### src/rtl/hashed_pair_key_permission_lookup_assert.svh
// Assertion macros shared by the pair-key permission lookup RTL.
`ifndef HASHED_PAIR_KEY_PERMISSION_LOOKUP_ASSERT_SVH
`define HASHED_PAIR_KEY_PERMISSION_LOOKUP_ASSERT_SVH

`ifndef SYNTHESIS
// Same-cycle implication, sampled on clk and disabled during reset.
`define HPKPL_ASSERT_NOW(lbl, ante, cons) \
    lbl: assert property (@(posedge clk) disable iff (!rst_n) (ante) |-> (cons)) \
        else $error("hpkpl: same-cycle check failed");
// Next-cycle implication, sampled on clk and disabled during reset.
`define HPKPL_ASSERT_NEXT(lbl, ante, cons) \
    lbl: assert property (@(posedge clk) disable iff (!rst_n) (ante) |=> (cons)) \
        else $error("hpkpl: next-cycle check failed");
`else
`define HPKPL_ASSERT_NOW(lbl, ante, cons)
`define HPKPL_ASSERT_NEXT(lbl, ante, cons)
`endif

`endif

### src/rtl/hpkpl_pkg.sv
// Package with the types, constants and codes of the pair-key permission lookup.
package hpkpl_pkg;

    localparam int TABLE_DEPTH = 1024;
    localparam int ADDR_W      = $clog2(TABLE_DEPTH);
    localparam int KEY_W       = 64;
    localparam int FLAG_W      = 32;
    localparam int SLOT_W      = 10;
    localparam int CFG_W       = 4;
    localparam int HASH_W      = 32;

    localparam logic [CFG_W-1:0]  SIZE_LOG2_MIN   = 4'd4;
    localparam logic [CFG_W-1:0]  SIZE_LOG2_RESET = 4'd10;
    localparam logic [HASH_W-1:0] FNV_BASIS       = 32'd2166136261;
    localparam logic [HASH_W-1:0] FNV_PRIME       = 32'd16777619;

    localparam logic CMD_WRITE  = 1'b0;
    localparam logic CMD_LOOKUP = 1'b1;

    typedef enum logic [2:0] {
        ST_CLEAR,
        ST_IDLE,
        ST_HASH,
        ST_SEEK,
        ST_PROBE,
        ST_WRITE,
        ST_DONE
    } state_t;

    // Commands from the controller to the datapath.
    typedef struct packed {
        logic accept;
        logic clear_step;
        logic hash_step;
        logic seek;
        logic probe_step;
        logic write_slot;
        logic finish;
    } ctrl_t;

    // Status from the datapath to the controller.
    typedef struct packed {
        logic in_is_write;
        logic in_key_special;
        logic clear_last;
        logic hash_last;
        logic probe_hit;
        logic probe_stop;
        logic out_free;
    } status_t;

endpackage

### src/rtl/hpkpl_ctrl.sv
// Controller state machine of the pair-key permission lookup.
module hpkpl_ctrl (
    input  logic              clk,
    input  logic              rst_n,
    input  logic              in_valid,
    output logic              in_stall,
    input  hpkpl_pkg::status_t status,
    output hpkpl_pkg::ctrl_t   ctrl
);

    import hpkpl_pkg::*;

    state_t state_reg;
    state_t state_next;

    always_ff @(posedge clk or negedge rst_n)
    begin
        if (!rst_n)
        begin
            state_reg <= ST_CLEAR;
        end
        else
        begin
            state_reg <= state_next;
        end
    end

    always_comb
    begin
        state_next = state_reg;
        ctrl       = '0;
        in_stall   = 1'b1;
        unique case (state_reg)
            ST_CLEAR:
            begin
                ctrl.clear_step = 1'b1;
                if (status.clear_last)
                begin
                    state_next = ST_IDLE;
                end
            end
            ST_IDLE:
            begin
                in_stall    = 1'b0;
                ctrl.accept = in_valid;
                if (in_valid)
                begin
                    if (status.in_is_write)
                    begin
                        state_next = ST_WRITE;
                    end
                    else if (status.in_key_special)
                    begin
                        state_next = ST_DONE;
                    end
                    else
                    begin
                        state_next = ST_HASH;
                    end
                end
            end
            ST_HASH:
            begin
                ctrl.hash_step = 1'b1;
                if (status.hash_last)
                begin
                    state_next = ST_SEEK;
                end
            end
            ST_SEEK:
            begin
                ctrl.seek  = 1'b1;
                state_next = ST_PROBE;
            end
            ST_PROBE:
            begin
                ctrl.probe_step = 1'b1;
                if (status.probe_hit || status.probe_stop)
                begin
                    state_next = ST_DONE;
                end
            end
            ST_WRITE:
            begin
                ctrl.write_slot = 1'b1;
                state_next      = ST_DONE;
            end
            ST_DONE:
            begin
                if (status.out_free)
                begin
                    ctrl.finish = 1'b1;
                    state_next  = ST_IDLE;
                end
            end
            default:
            begin
                state_next = ST_CLEAR;
            end
        endcase
    end

endmodule

### config.mk
export PLATFORM = sky130hd
export DESIGN_NAME = hpkpl_ctrl
export DESIGN_NICKNAME = d
export VERILOG_FILES = /design/src/rtl/hashed_pair_key_permission_lookup_assert.svh /design/src/rtl/hpkpl_pkg.sv /design/src/rtl/hpkpl_ctrl.sv
export SDC_FILE = /design/constraint.sdc
export NUM_CORES = 1
export LEC_CHECK = 0
export ABC_AREA = 1
export BUFFER_PORTS_ARGS = -buffer_cell sky130_fd_sc_hd__buf_2
export CORE_AREA = 2 2 39 41
export DETAILED_ROUTE_END_ITERATION = 8
export DIE_AREA = 0 0 41 43
export PLACE_DENSITY_LB_ADDON = 0.05
export SETUP_SLACK_MARGIN = 0.5
export SLEW_MARGIN = 20
export SYNTH_ARGS = -nofsm -noshare
export SYNTH_HDL_FRONTEND = slang
export SYNTH_SLANG_ARGS = --single-unit
### constraint.sdc
create_clock -name clk -period 2.73 [get_ports clk]
set_input_delay 0.1365 -clock clk [delete_from_list [all_inputs] [get_ports clk]]
set_output_delay 0.1365 -clock clk [all_outputs]
set_load 0.05 [all_outputs]
== Yosys cells after proc, flatten, opt, wreduce, memory -nomap -nowiden ==
Index checks and enable logic that the tools add are counted.

* Bits in registers: 3
* Input port bits: 10
* Output and inout bits: 8
* Logic and storage cells: 32

* Equal/unequal tests: 11
* Multiplexer cells: 17
* Reduce and logical (&&, ||, !) cells: 3

{| class="wikitable"
|+ Operators with widths
! operator !! count
|-
| $mux W3 || 7
|-
| $pmux W3 S7 || 1
|-
| $ne A2 B2 Y1 const B || 5
|-
| $eq A3 B3 Y1 const B || 3
|-
| $mux W1 || 9
|-
| $eq A3 B2 Y1 const B || 2
|-
| $reduce_and A5 Y1 || 1
|-
| $eq A3 B1 Y1 const B || 1
|-
| $logic_not A3 Y1 || 1
|-
| $logic_or A1 B1 Y1 || 1
|}

== Longest topological paths before layout ==
* Depth after elaboration: 4
* Mapped depth: 6
* Mapped depth without buffers: 6

== Worst setup path after synthesis ==
OpenSTA, ideal clock, no wires.

* Kind: flip-flop to output port
* From: register state_reg[1]
* To: output port ctrl[3] in the netlist's numbering
* Data arrival time: 1,588 ps
* Required time: 2,594 ps
* Slack: 1,006 ps
* Cell stages (with the launch flop): 3
* Path buffers: 0
* Cells stage by stage: dfrtp_1 -> inv_2 -> nor3_1

{| class="wikitable"
|+ RTL lines
! element !! line !! RTL
|-
| start, declared || hpkpl_ctrl.sv:13 || <nowiki>state_t state_reg;</nowiki>
|-
| start signal, assigned || hpkpl_ctrl.sv:24 || <nowiki>state_reg <= state_next;</nowiki>
|-
| end, declared || hpkpl_ctrl.sv:8 || <nowiki>output hpkpl_pkg::ctrl_t ctrl</nowiki>
|}

==> results.ini <==
[status]
status = finished clean

[floorplanning]
initial_core_util = 0.204
row_count = 14
die-area_sq_mm = 0.00176
io_pins = 18
core_sq_mm = 0.00138
die_y_microns = 43
die_w_microns = 41

[critical_path]
path_delay_family = flip-flops
slowest_delay_ns = 0.45
path_buf_inv = 2
r2r_cells = 6
crit_fanout = 7
cp_cell_sequence = inv_2, nand2_1, nor2_1, buf_2
setup.worst_path.start_class = flop
cp_data_required_time_ns = 2.59
cp.depth = 4
crit_type = flop to primary output
arrival_ns = 1.33
endpoint_kind = primary output
slowest_stage = dfrtp_1

[clock_network]
cts_hold_buffers = 1
clk_latency_ns = 0.23
clk_pin_slew_ns = 0.04
clock_path_buffers = 2
clock-sinks = 3
cts_resized = 0
clockRootBuffer = clkbuf_4
cts_tree = built
cts-buffers-inserted = 3
cts_htree_levels = 1
cts_setup_buffers = 0

[power]
vdd_drop_max_mv = 0.689
pwr_density_cell_mw_per_mm2 = 1380
leakagePower_uw = 0.000252

[yosys]
ys_seq_area_frac = 0.265
syn_area_sq_um = 283
postSynthAreaPerCell_sq_um = 5.89
synth.distinct_cells = 11
synth_nets = 58
syn_inst = 48
ys_ff_latch = 3
yosys_warnings = 0

[cells_and_area]
area_growth_pct = 50.0
final_area_sq_um = 424
largest_reg_flops = 3
mostFrequentLayoutCells = buf_2 (17), nor2_1 (10), nand3_1 (9), nand2_1 (6), inv_1 (6)
fillers = 167
drive_gt1_frac = 0.400
antennaDiodeCount = 0
nets = 81
layout_commonest_cell = buf_2

[detailed_routing]
postRouteAntennaNets = 0
wl_per_cell_microns = 9.38
drtPass1Iterations = 3
vias = 367
viasPerCell = 4.27
route.final.wire_length_microns = 807
dr.first_iter.drc_count = 6
drc = 0

[sta]
slew_headroom = 0.835
finalHoldViolCount = 0
tns_ns = 0
finalCritPeriodShare = 0.538
skew_ns = 0.00408
rsz0062_at_grt = false
setup_viol = 0
post-route-min-period_ns = 1.47
drv_slew = 0
worst_slack_ns = 1.26
max_freq_mhz = 681
tightestPinTransition_ns = 0.248

[hold_path]
hold_path_class = input pin to flop
worstHoldPathCells = 4

[placed_design]
post_dp_cell_area_sq_um = 388
portBuffers = 17
dpl.hpwl_microns = 681
gp_congestion = 0.692
place_ws_ns = 1.50

[global_routing]
grt_use_total = 0.116
grt_first_pass_wirelength_microns = 1360
grt_max_degree = 8
grt_overflow = 0
grt_pass1_vias = 348
antenna_found_initial = 0

[job]
drv_cap = 0

[layout make-up]
cell class	instances	area (sq um)	share of cell area
Sequential cell	3	75.1	0.177
Tap cell	16	20.0	0.0472
Clock buffer	4	26.3	0.0619
Inverter	9	33.8	0.0796
Multi-Input combinational cell	36	174	0.410
Timing Repair Buffer	18	95.1	0.224
[power breakdown]
part / total [uW] / switching (uW) / internal, uW
clock: 77.0 / 22.3 / 54.7
combinational: 400 / 295 / 105
sequential: 111 / 42.3 / 68.4
total: 587 / 360 / 228
[metrics by stage]
stage | hold slack (ns) | utilization | power [uW] | cells
6_report | 0.180 | 0.307 | 587 | 86
5_1_grt | 0.210 | 0.307 | 641 | 86
4_1_cts | 0.176 | 0.307 | 597 | 86
3_5_place_dp | -0.0627 | 0.280 | 513 | 81
3_3_place_gp | -0.0633 | 0.280 | 523 | 81
2_1_floorplan | -0.159 | - | 422 | 48
[kinds of logic after synthesis]
logic type | after synthesis | share of synthesized area
and+or+nand+nor | 32 | 0.544
AOI/OAI and AO/OA | 4 | 0.0708
buffers and inverters | 9 | 0.119
DFF | 3 | 0.265
[worst register-to-register path, cell delays in order, from the launching register on]
cell and delay [ns]:
dfrtp_1 0.43, inv_2 0.13, nand3_1 0.12, nor2_2 0.19, nor2_2 0.08, nand3_1 0.09
nand2_1 0.05
[synth_stat cells (all sizes together)]
cell / instances / area share
dfrtp: 3 / 0.27
a21oi: 1 / 0.018
inv: 9 / 0.12
o21ai: 3 / 0.053
nor3: 2 / 0.035
nand2: 6 / 0.080
nand3: 11 / 0.23
nor2: 13 / 0.20
[path summary, 6_finish.rpt]
path | start | endpoint | slack [ns]
worst max-delay path | state_reg[1] | ctrl[2] | 1.26
worst min-delay path | in_valid | state_reg[0] | 0.18
worst max register to register | state_reg[0] | state_reg[2] | 1.52
worst min register to register | state_reg[0] | state_reg[2] | 0.75
max in group asynchronous | rst_n | state_reg[0] | 2.39
min in group asynchronous | rst_n | state_reg[1] | 0.23
[layer usage]
| layer | global-route usage | up-vias | routed length, microns |
|---|---|---|---|
| met4 | 0.0600 | 0 | 0 |
| met2 | 0.159 | 8 | 378 |
| met3 | 0.0471 | 0 | 52 |
| li1 | - | 199 | - |
| met1 | 0.151 | 160 | 376 |
| met5 | 0 | - | 0 |
No activity file was read; power rests on OpenSTA's default activity.
